<file path="src/design/lcar_pkg.sv">
// Shared types and constants for the load cell converter reader.
package lcar_pkg;

	localparam int AVG_W     = 24;
	localparam int TARE_W    = 24;
	localparam int SCALE_W   = 32;
	localparam int WEIGHT_W  = 32;
	localparam int COUNT_W   = 6;
	localparam int CFG_IDX_W = 2;
	localparam int CFG_DATA_W = 32;
	localparam int FRAC_DROP = 8;

	localparam logic signed [TARE_W-1:0]  TARE_RST  = '0;
	localparam logic signed [SCALE_W-1:0] SCALE_RST = 32'sd65536;
	localparam logic [COUNT_W-1:0]        COUNT_RST = 6'd5;

	typedef enum logic [CFG_IDX_W-1:0] {
		CFG_TARE,
		CFG_SCALE,
		CFG_COUNT
	} cfg_idx_t;

	typedef enum logic [2:0] {
		PH_IDLE,
		PH_WAIT,
		PH_HIGH,
		PH_LOW,
		PH_GHIGH,
		PH_GLOW
	} phase_t;

	typedef struct packed {
		logic start_req;
		logic dt_level;
	} item_t;

	typedef struct packed {
		logic                       sck_level;
		logic                       busy_res;
		logic                       done_res;
		logic signed [AVG_W-1:0]    raw_average;
		logic signed [WEIGHT_W-1:0] weight_q8;
	} result_t;

	typedef struct packed {
		logic busy;
		logic done;
	} div_stat_t;

endpackage

</file>
<file path="src/design/lcar_div.sv">
// Iterative restoring divider: signed sum by unsigned count, truncating toward zero.
module lcar_div #(
	parameter int SUM_W = 30,
	parameter int CNT_W = 6,
	parameter int Q_W   = 24
) (
	input  logic                    clk,
	input  logic                    arst_n,
	input  logic                    start,
	input  logic signed [SUM_W-1:0] dividend,
	input  logic [CNT_W-1:0]        divisor,
	output lcar_pkg::div_stat_t     stat,
	output logic signed [Q_W-1:0]   quotient
);
	import lcar_pkg::*;

	localparam int STEP_W = $clog2(SUM_W + 1);

	logic [CNT_W-1:0]  rem_q;
	logic [SUM_W-1:0]  quo_q;
	logic [CNT_W-1:0]  div_q;
	logic              neg_q;
	logic [STEP_W-1:0] step_q;
	logic              busy_q;
	logic              done_q;

	logic [CNT_W:0]   trial;
	logic             fits;
	logic [CNT_W:0]   diff;
	logic [SUM_W-1:0] mag;

	assign mag   = dividend[SUM_W-1] ? SUM_W'(-dividend) : SUM_W'(dividend);
	assign trial = {rem_q, quo_q[SUM_W-1]};
	assign fits  = trial >= {1'b0, div_q};
	assign diff  = trial - {1'b0, div_q};

	always_ff @(posedge clk or negedge arst_n) begin
		if (!arst_n) begin
			busy_q <= 1'b0;
			done_q <= 1'b0;
			step_q <= '0;
		end else begin
			done_q <= 1'b0;
			if (start) begin
				busy_q <= 1'b1;
				step_q <= '0;
			end else if (busy_q) begin
				step_q <= step_q + 1'b1;
				if (step_q == STEP_W'(SUM_W - 1)) begin
					busy_q <= 1'b0;
					done_q <= 1'b1;
				end
			end
		end
	end

	always_ff @(posedge clk) begin
		if (start) begin
			rem_q <= '0;
			quo_q <= mag;
			div_q <= divisor;
			neg_q <= dividend[SUM_W-1];
		end else if (busy_q) begin
			rem_q <= fits ? diff[CNT_W-1:0] : trial[CNT_W-1:0];
			quo_q <= {quo_q[SUM_W-2:0], fits};
		end
	end

	assign quotient = neg_q ? Q_W'(-quo_q) : Q_W'(quo_q);
	assign stat.busy = busy_q;
	assign stat.done = done_q;

endmodule

</file>
<file path="src/design/lcar_scale.sv">
// Offset removal, Q16.16 scaling, rounding and saturation to the Q8 weight.
module lcar_scale (
	input  logic                                 clk,
	input  logic                                 arst_n,
	input  logic                                 start,
	input  logic signed [lcar_pkg::AVG_W-1:0]    avg,
	input  logic signed [lcar_pkg::TARE_W-1:0]   tare,
	input  logic signed [lcar_pkg::SCALE_W-1:0]  scale,
	output logic                                 done,
	output logic signed [lcar_pkg::WEIGHT_W-1:0] weight
);
	import lcar_pkg::*;

	localparam int DIFF_W = AVG_W + 1;
	localparam int PROD_W = DIFF_W + SCALE_W;
	localparam int SH_W   = PROD_W - FRAC_DROP;
	localparam logic signed [PROD_W-1:0] ROUND_HALF = PROD_W'(1) <<< (FRAC_DROP - 1);

	logic                     v_s1, v_s2, done_q;
	logic signed [DIFF_W-1:0] diff_s1;
	logic signed [PROD_W-1:0] prod_s2;
	logic signed [WEIGHT_W-1:0] weight_q;

	logic signed [PROD_W-1:0] rnd;
	logic signed [SH_W-1:0]   sh;
	logic [SH_W-WEIGHT_W:0]   hi;
	logic signed [WEIGHT_W-1:0] sat;

	assign rnd = prod_s2 + ROUND_HALF;
	assign sh  = rnd[PROD_W-1:FRAC_DROP];	// floor of the rounded product shifted right by FRAC_DROP
	assign hi  = sh[SH_W-1:WEIGHT_W-1];

	always_comb begin
		if (!hi[SH_W-WEIGHT_W] && (|hi))
			sat = {1'b0, {(WEIGHT_W-1){1'b1}}};
		else if (hi[SH_W-WEIGHT_W] && !(&hi))
			sat = {1'b1, {(WEIGHT_W-1){1'b0}}};
		else
			sat = sh[WEIGHT_W-1:0];
	end

	always_ff @(posedge clk or negedge arst_n) begin
		if (!arst_n) begin
			v_s1   <= 1'b0;
			v_s2   <= 1'b0;
			done_q <= 1'b0;
		end else begin
			v_s1   <= start;
			v_s2   <= v_s1;
			done_q <= v_s2;
		end
	end

	always_ff @(posedge clk) begin
		if (start)
			diff_s1 <= DIFF_W'(avg) - DIFF_W'(tare);
		if (v_s1)
			prod_s2 <= diff_s1 * scale;
		if (v_s2)
			weight_q <= sat;
	end

	assign done   = done_q;
	assign weight = weight_q;

endmodule

</file>
<file path="src/design/load_cell_adc_reader_average.sv">
// Top level: serial converter reader, conversion averaging and weight scaling.
//
// Usage: one item per serial clock half-period. Each item carries the sampled
// data line and a start request; each item gives one result with the clock
// level for the next half-period, busy/done flags and the last average and
// weight. Both channels use valid/stall; the config port (valid/ready, always
// ready) writes tare offset, reciprocal scale and sample count, which the user
// must write only while idle, a duty the block leaves to the user. An ordinary
// item's result is registered at transfer, and a new item is taken every cycle
// while the result side keeps up. The item that completes a measurement runs
// the averaging divider, one quotient bit a cycle over the sum width
// (SAMPLE_BITS + clog2(MAX_SAMPLES) + 1 bits), then three scaling stages, and
// the item side stalls until its result is registered.
// A stalled result holds in the output register; the item side stalls while
// that register is full and not being taken, and during a calculation.
// Reset: clears the sequencer, counters, held average and weight, and loads the
// register defaults (offset 0, scale 1.0, five conversions).
module load_cell_adc_reader_average #(
	parameter int SAMPLE_BITS = 24,
	parameter int MAX_SAMPLES = 32
) (
	input  logic                                  clk,
	input  logic                                  arst_n,
	input  logic                                  item_valid,
	output logic                                  item_stall,
	input  lcar_pkg::item_t                       item,
	output logic                                  result_valid,
	input  logic                                  result_stall,
	output lcar_pkg::result_t                     result,
	input  logic                                  cfg_valid,
	output logic                                  cfg_ready,
	input  logic [lcar_pkg::CFG_IDX_W-1:0]        cfg_index,
	input  logic [lcar_pkg::CFG_DATA_W-1:0]       cfg_data
);
	import lcar_pkg::*;

	localparam int BIT_W = $clog2(SAMPLE_BITS);
	localparam int SUM_W = SAMPLE_BITS + $clog2(MAX_SAMPLES) + 1;
	localparam int CNT_W = $clog2(MAX_SAMPLES + 1);

	// configuration
	logic signed [TARE_W-1:0]  tare_q;
	logic signed [SCALE_W-1:0] scale_q;
	logic [COUNT_W-1:0]        count_q;

	// measurement state
	phase_t                   phase_q, phase_d;
	logic [BIT_W-1:0]         bit_idx_q;
	logic [SAMPLE_BITS-1:0]   shift_q;
	logic [COUNT_W-1:0]       conv_q;
	logic signed [SUM_W-1:0]  sum_q;
	logic signed [AVG_W-1:0]  last_avg_q;
	logic signed [WEIGHT_W-1:0] last_weight_q;
	logic                     calc_busy_q;

	logic      result_valid_q;
	result_t   result_q;

	logic                     accept;
	logic                     last_bit;
	logic [COUNT_W-1:0]       conv_next;
	logic signed [SUM_W-1:0]  sum_next;
	logic [CNT_W-1:0]         eff_cnt;
	logic                     finishing;
	logic                     sck_c;
	logic                     done_c;

	div_stat_t                div_stat;
	logic signed [SAMPLE_BITS-1:0] quotient;
	logic                     scl_done;
	logic signed [WEIGHT_W-1:0] scl_weight;

	assign cfg_ready  = 1'b1;
	assign item_stall = calc_busy_q || (result_valid_q && result_stall);
	assign accept     = item_valid && !item_stall;

	always_comb begin
		if (count_q == '0)
			eff_cnt = CNT_W'(1);
		else if (int'(count_q) > MAX_SAMPLES)
			eff_cnt = CNT_W'(MAX_SAMPLES);
		else
			eff_cnt = CNT_W'(count_q);
	end

	assign last_bit  = int'(bit_idx_q) >= SAMPLE_BITS - 1;
	assign conv_next = conv_q + 1'b1;
	assign sum_next  = sum_q + SUM_W'($signed(shift_q));
	assign finishing = int'(conv_next) >= int'(eff_cnt);

	always_comb begin
		phase_d = phase_q;
		case (phase_q)
			PH_WAIT:  if (!item.dt_level) phase_d = PH_HIGH;
			PH_HIGH:  phase_d = PH_LOW;
			PH_LOW:   phase_d = last_bit ? PH_GHIGH : PH_HIGH;
			PH_GHIGH: phase_d = PH_GLOW;
			PH_GLOW:  phase_d = finishing ? PH_IDLE : PH_WAIT;
			default:  phase_d = item.start_req ? PH_WAIT : PH_IDLE;
		endcase
	end

	always_comb begin
		sck_c  = 1'b0;
		done_c = 1'b0;
		case (phase_q)
			PH_WAIT: sck_c  = !item.dt_level;
			PH_LOW:  sck_c  = 1'b1;
			PH_GLOW: done_c = finishing;
			default: ;
		endcase
	end

	always_ff @(posedge clk or negedge arst_n) begin
		if (!arst_n) begin
			tare_q  <= TARE_RST;
			scale_q <= SCALE_RST;
			count_q <= COUNT_RST;
		end else if (cfg_valid && cfg_ready) begin
			case (cfg_idx_t'(cfg_index))
				CFG_TARE:  tare_q  <= cfg_data[TARE_W-1:0];
				CFG_SCALE: scale_q <= cfg_data[SCALE_W-1:0];
				CFG_COUNT: count_q <= cfg_data[COUNT_W-1:0];
				default:   ;
			endcase
		end
	end

	always_ff @(posedge clk or negedge arst_n) begin
		if (!arst_n) begin
			phase_q   <= PH_IDLE;
			bit_idx_q <= '0;
			shift_q   <= '0;
			conv_q    <= '0;
			sum_q     <= '0;
		end else if (accept) begin
			phase_q <= phase_d;
			case (phase_q)
				PH_WAIT, PH_HIGH, PH_GHIGH: ;
				PH_LOW: begin
					shift_q <= {shift_q[SAMPLE_BITS-2:0], item.dt_level};
					if (!last_bit)
						bit_idx_q <= bit_idx_q + 1'b1;
				end
				PH_GLOW: begin
					sum_q     <= sum_next;
					conv_q    <= conv_next;
					shift_q   <= '0;
					bit_idx_q <= '0;
				end
				default: begin
					if (item.start_req) begin
						bit_idx_q <= '0;
						shift_q   <= '0;
						conv_q    <= '0;
						sum_q     <= '0;
					end
				end
			endcase
		end
	end

	// the completing transfer hands over to the divider and scaler
	always_ff @(posedge clk or negedge arst_n) begin
		if (!arst_n) begin
			calc_busy_q   <= 1'b0;
			last_avg_q    <= '0;
			last_weight_q <= '0;
		end else begin
			if (accept && done_c)
				calc_busy_q <= 1'b1;
			else if (scl_done)
				calc_busy_q <= 1'b0;
			if (div_stat.done)
				last_avg_q <= AVG_W'(quotient);
			if (scl_done)
				last_weight_q <= scl_weight;
		end
	end

	lcar_div #(
		.SUM_W(SUM_W),
		.CNT_W(CNT_W),
		.Q_W  (SAMPLE_BITS)
	) u_div (
		.clk     (clk),
		.arst_n  (arst_n),
		.start   (accept && done_c),
		.dividend(sum_next),
		.divisor (eff_cnt),
		.stat    (div_stat),
		.quotient(quotient)
	);

	lcar_scale u_scale (
		.clk   (clk),
		.arst_n(arst_n),
		.start (div_stat.done),
		.avg   (AVG_W'(quotient)),
		.tare  (tare_q),
		.scale (scale_q),
		.done  (scl_done),
		.weight(scl_weight)
	);

	always_ff @(posedge clk or negedge arst_n) begin
		if (!arst_n)
			result_valid_q <= 1'b0;
		else if ((accept && !done_c) || scl_done)
			result_valid_q <= 1'b1;
		else if (!result_stall)
			result_valid_q <= 1'b0;
	end

	always_ff @(posedge clk) begin
		if (scl_done) begin
			result_q.sck_level   <= 1'b0;
			result_q.busy_res    <= 1'b0;
			result_q.done_res    <= 1'b1;
			result_q.raw_average <= last_avg_q;
			result_q.weight_q8   <= scl_weight;
		end else if (accept && !done_c) begin
			result_q.sck_level   <= sck_c;
			result_q.busy_res    <= phase_d != PH_IDLE;
			result_q.done_res    <= 1'b0;
			result_q.raw_average <= last_avg_q;
			result_q.weight_q8   <= last_weight_q;
		end
	end

	assign result_valid = result_valid_q;
	assign result       = result_q;

`ifndef NO_ASSERTIONS
	a_div_in_calc: assert property (@(posedge clk) disable iff (!arst_n)
		div_stat.done |-> calc_busy_q)
		else $error("divider finished outside a calculation");

	a_out_free: assert property (@(posedge clk) disable iff (!arst_n)
		scl_done |-> !result_valid_q)
		else $error("final result would overwrite a pending transfer");

	a_div_starts: assert property (@(posedge clk) disable iff (!arst_n)
		(accept && done_c) |=> (div_stat.busy && calc_busy_q && !result_valid_q))
		else $error("completing transfer did not start the divider");

	a_done_not_busy: assert property (@(posedge clk) disable iff (!arst_n)
		(result_valid_q && result_q.done_res) |-> !result_q.busy_res)
		else $error("done result flagged busy");
`endif

endmodule

</file>
<file path="config.mk">
export PLATFORM = sky130hd
export DESIGN_NAME = load_cell_adc_reader_average
export DESIGN_NICKNAME = d
export VERILOG_FILES = /design/src/design/lcar_pkg.sv /design/src/design/lcar_div.sv /design/src/design/lcar_scale.sv /design/src/design/load_cell_adc_reader_average.sv
export SDC_FILE = /design/constraint.sdc
export NUM_CORES = 2
export LEC_CHECK = 0
export BUFFER_PORTS_ARGS = -buffer_cell sky130_fd_sc_hd__clkbuf_2
export CAP_MARGIN = 0
export CORE_UTILIZATION = 40
export CTS_BUF_LIST = sky130_fd_sc_hd__clkbuf_4
export CTS_CLUSTER_DIAMETER = 60
export DETAILED_ROUTE_END_ITERATION = 8
export REMOVE_ABC_BUFFERS = 1
export SYNTH_ARGS = -nofsm -noshare
export SYNTH_HDL_FRONTEND = slang
export SYNTH_SLANG_ARGS = --single-unit
</file>
<file path="constraint.sdc">
create_clock -name clk -period 7.5 [get_ports clk]
set_clock_uncertainty 0.2 [all_clocks]
set_input_delay 0.75 -clock clk [delete_from_list [all_inputs] [get_ports clk]]
set_output_delay 0.75 -clock clk [all_outputs]
set_load 0.005 [all_outputs]
</file>
==> results by stage <==
GRT:
- The total overflow reported by the global router is 0.
- Global routing used 22.3% of the available tracks across all layers.
- The maximum number of pins on one net before global-route repair is 74.
- The initial antenna violation count was 9.
- The first global-routing pass estimated 208000 um of wire.
- The number of global-route vias before repair is 36605.

Timing:
- The worst max-slew margin expressed relative to the limit is 25.8%.
- Across all setup checks in the final design, the least slack found is -0.00635 ns.
- The final worst-path cycle share is 100%.
- The time the final worst path needs with I/O delays and setup is 7.51 ns.
- Setup repair after global routing could not meet its margin everywhere.
- The tightest hold path in the finished design has a slack of 0.102 ns.
- The final number of max-transition violations is 0.
- The slew of the pin with the lowest slew margin is 1.11 ns.
- The number of endpoints failing setup at the final stage is 1.
- The final hold violation count is 0.
- Static timing analysis puts the maximum clock frequency at 0.133 GHz.

Clock tree:
- The TritonCTS buffer count is 113.
- TritonCTS built the clock tree.
- The clock transition at the registers of the reported paths is 0.07 ns.
- The number of H-tree levels is 3.
- The maximum buffer depth of the clock tree is 3.
- The tree built by TritonCTS fans out to 407 sinks.
- The root buffer cell chosen for the clock tree is clkbuf_4.
- The clock latency at the later pin of the worst-skew pair is 0.92 ns.

Synth:
- The register bit total from synthesis is 407.
- The portion of synthesized cell area occupied by the leading cell type is 34.5%.
- The part of the Yosys area used for sequential elements is 23.4%.
- During synthesis, Yosys emitted a total of 0 warnings.
- The post-synthesis instance area is 47600 um2.
- For this run, the leading register cell type out of synthesis is edfxtp_1.
- The post-synthesis async set-or-reset flop share is 48.6%.
- The number of flops mapped to enable cells by yosys is 200.
- The mean instance size in the synthesized netlist is 10.0 um2.
- The biggest area contributor in the post-synthesis netlist is fa_1.
- The number of distinct standard cells referenced by the synthesized netlist is 94.
- By area the synthesized netlist is led by fa_1 (35%), edfxtp_1 (13%), dfrtp_1 (10%).
- The synthesized instance count is 4751.

Route:
- For this run, design rule violations remaining after detail routing come to 0.
- The per-cell via count in the routed design is 5.07.
- Summed over all layers, the routed wires come to 130000 um.
- The detailed router finished its first iteration with 2054 violations.
- The final route contains 34216 vias.
- The remaining antenna violation count is 0.
- For this run, the detailed router's first-pass iteration total came to 5.
- The average wire length per cell after detail routing is 19.2 um.

Setup path:
- Along the worst path, the maximum fanout reaches 18.
- The data arrival time of the critical path is 7.94 ns.
- At the worst endpoint, the required time is 7.93 ns.
- STA classifies the critical path endpoint as a flop.
- The critical setup path kind is reg -> reg.
- The element type at the critical path start is a flop.
- The reg2reg setup slack is -0.006 ns.

Die:
- The core region is 118000 um2.
- The floorplan step set the die width to 347 um.
- Pin placement for this block handled 103 I/O pins.
- The die is 347 um tall.
- The standard-cell row count is 126.
- The initial utilization of the core area, before any placement, comes to 40.3%.
- The area of the die is 120000 um2.

Min path:
- The worst hold path belongs to the class in -> reg.

Cells and area:
- The layout-stage area growth over the synthesis result is 14.5%.
- The number of filler instances in the final layout is 11166.
- After the last flow step, the layout net total stands at 6197.
- The cell area after layout is 54500 um2.
- The post-route non-filler standard cell count is 6750.
- The post-route netlist has 16.1% of its cells at a drive strength greater than 1.

Flow run:
- Across the run, the number of max-cap violations was 0.

Placement:
- Once placement completed, the tool counted placed cells totaling 6472.
- The weighted congestion at the end of routability-driven global placement is 0.923.
- The count of buffers added on input and output ports is 101.
- OpenSTA, run right after detailed placement, puts the worst setup slack at -0.519 ns.
- After legalization and detailed placement, the total HPWL measured 104000 um.
- The placement-stage cell area is 52000 um2.

Run status:
- The flow ran to the end, but the final reports show violations.
- The checks that failed: setup timing.
==> critical path, cell delays in order (launching register included) <==
cell	delay, ns
edfxtp_1	0.42
buf_12	0.18
and2_1	0.16
fa_1	0.50
fa_1	0.56
inv_1	0.06
fa_1	0.52
inv_1	0.05
fa_1	0.51
fa_1	0.45
fa_1	0.51
inv_1	0.06
fa_1	0.48
inv_1	0.06
ha_4	0.24
a2111oi_4	0.34
o21ai_1	0.13
a221o_1	0.41
o21ai_2	0.20
a21oi_4	0.09
o221ai_4	0.26
buf_6	0.16
a21oi_4	0.06
a21oi_4	0.23
o21bai_2	0.12
buf_4	0.14
xor2_1	0.13
==> final cells by class <==
class | count | area (um2) | area share, %
timing repair buffer | 451 | 3840 | 7.05
antenna | 5 | 12.5 | 0.0230
clock buffer | 178 | 1340 | 2.45
clock inverter | 35 | 186 | 0.342
inverter | 899 | 3370 | 6.19
multi-input combinational | 3239 | 32700 | 59.9
tap | 1536 | 1920 | 3.53
sequential | 407 | 11200 | 20.5
==> synthesized netlist by cell type, types with 17 or more instances <==
cell / instances
o21a_1: 17
and2_1: 407
a22o_1: 19
inv_1: 898
nor2_1: 146
clkbuf_1: 194
a21oi_1: 122
xnor2_1: 116
nand2b_1: 37
nand3_1: 53
edfxtp_1: 200
mux2_2: 99
nor3_1: 24
o21ai_0: 149
nand2_1: 579
nand4_1: 25
a21o_1: 52
xor2_1: 76
ha_1: 224
fa_1: 821
dfrtp_1: 195
or3_1: 19
==> flip-flops by register name (all words and copies together), names as in the netlist, 24 cells and up <==
| register | count |
|---|---|
| result | 59 |
| u_scale.prod_s2 | 50 |
| last_weight_q | 32 |
| scale_q | 32 |
| u_scale.weight | 32 |
| sum_q | 30 |
| u_div.quo_q | 30 |
| u_scale.diff_s1 | 25 |
| last_avg_q | 24 |
| shift_q | 24 |
| tare_q | 24 |
==> cell usage in the layout, fill, tap and decap left out, drive strengths merged, types with 52 or more instances in the layout <==
cell	Yosys	layout
nand2	579	579
a21oi	124	124
buf	12	321
xnor2	116	116
mux2	99	99
inv	899	900
fa	821	821
nor2	148	148
edfxtp	200	200
and2	408	408
xor2	76	76
ha	224	224
nand3	53	53
o21ai	175	175
dfrtp	195	195
clkbuf	194	278
a21o	52	52
==> per-stage QoR <==
step	util [%]	setup TNS, ns
after floorplan	-	-0.0179
after global placement	44.0	-3.67
after detailed placement	44.0	-4.76
after CTS	45.8	0
after global routing	46.2	-3.06
final	46.2	-0.00635
==> metal layers <==
| metal | share of wire (%) | track usage, % | vias to the layer above |
|---|---|---|---|
| li1 | - | - | 15561 |
| met3 | 5.4 | 2.72 | 212 |
| met1 | 44 | 30.7 | 17514 |
| met5 | 0 | 0 | - |
| met2 | 48 | 36.4 | 929 |
| met4 | 3.4 | 7.64 | 0 |
==> cells by family (layout without fill, tap and decap cells) <==
family,after synthesis,in the layout,synth area share (%)
adder cells (fa/ha/maj),1045,1045,40.4
AND/OR/NAND/NOR,1375,1375,14.4
flip-flops,407,407,23.4
buffers and inverters,1105,1563,8.75
other,1,6,0.00788
XOR/XNOR,192,192,3.53
multiplexers,108,108,2.53
AO/OA/AOI/OAI,518,518,6.94
==> final timing paths <==
check,cells after the start,to,startpoint
max in group asynchronous,3,u_scale.v_s1,arst_n
max reg2reg,26,u_scale.prod_s2[47],u_scale.diff_s1[2]
min in group asynchronous,2,scale_q[10],arst_n
max,26,u_scale.prod_s2[47],u_scale.diff_s1[2]
min reg2reg,0,result[45],last_avg_q[13]
min,2,scale_q[0],cfg_data[0]
==> timing repair <==
item | in CTS | in global routing
endpoints found under the setup margin | 22 | 30
resized for setup | 30 | 83
buffers inserted | 15 | 21
pin swaps | 23 | 68
endpoints found under the hold margin | 100 | 0
hold buffers | 30 | 0
Power is not shown: default switching activity piles up to over one toggle a cycle in this logic, so the estimate is an artifact.
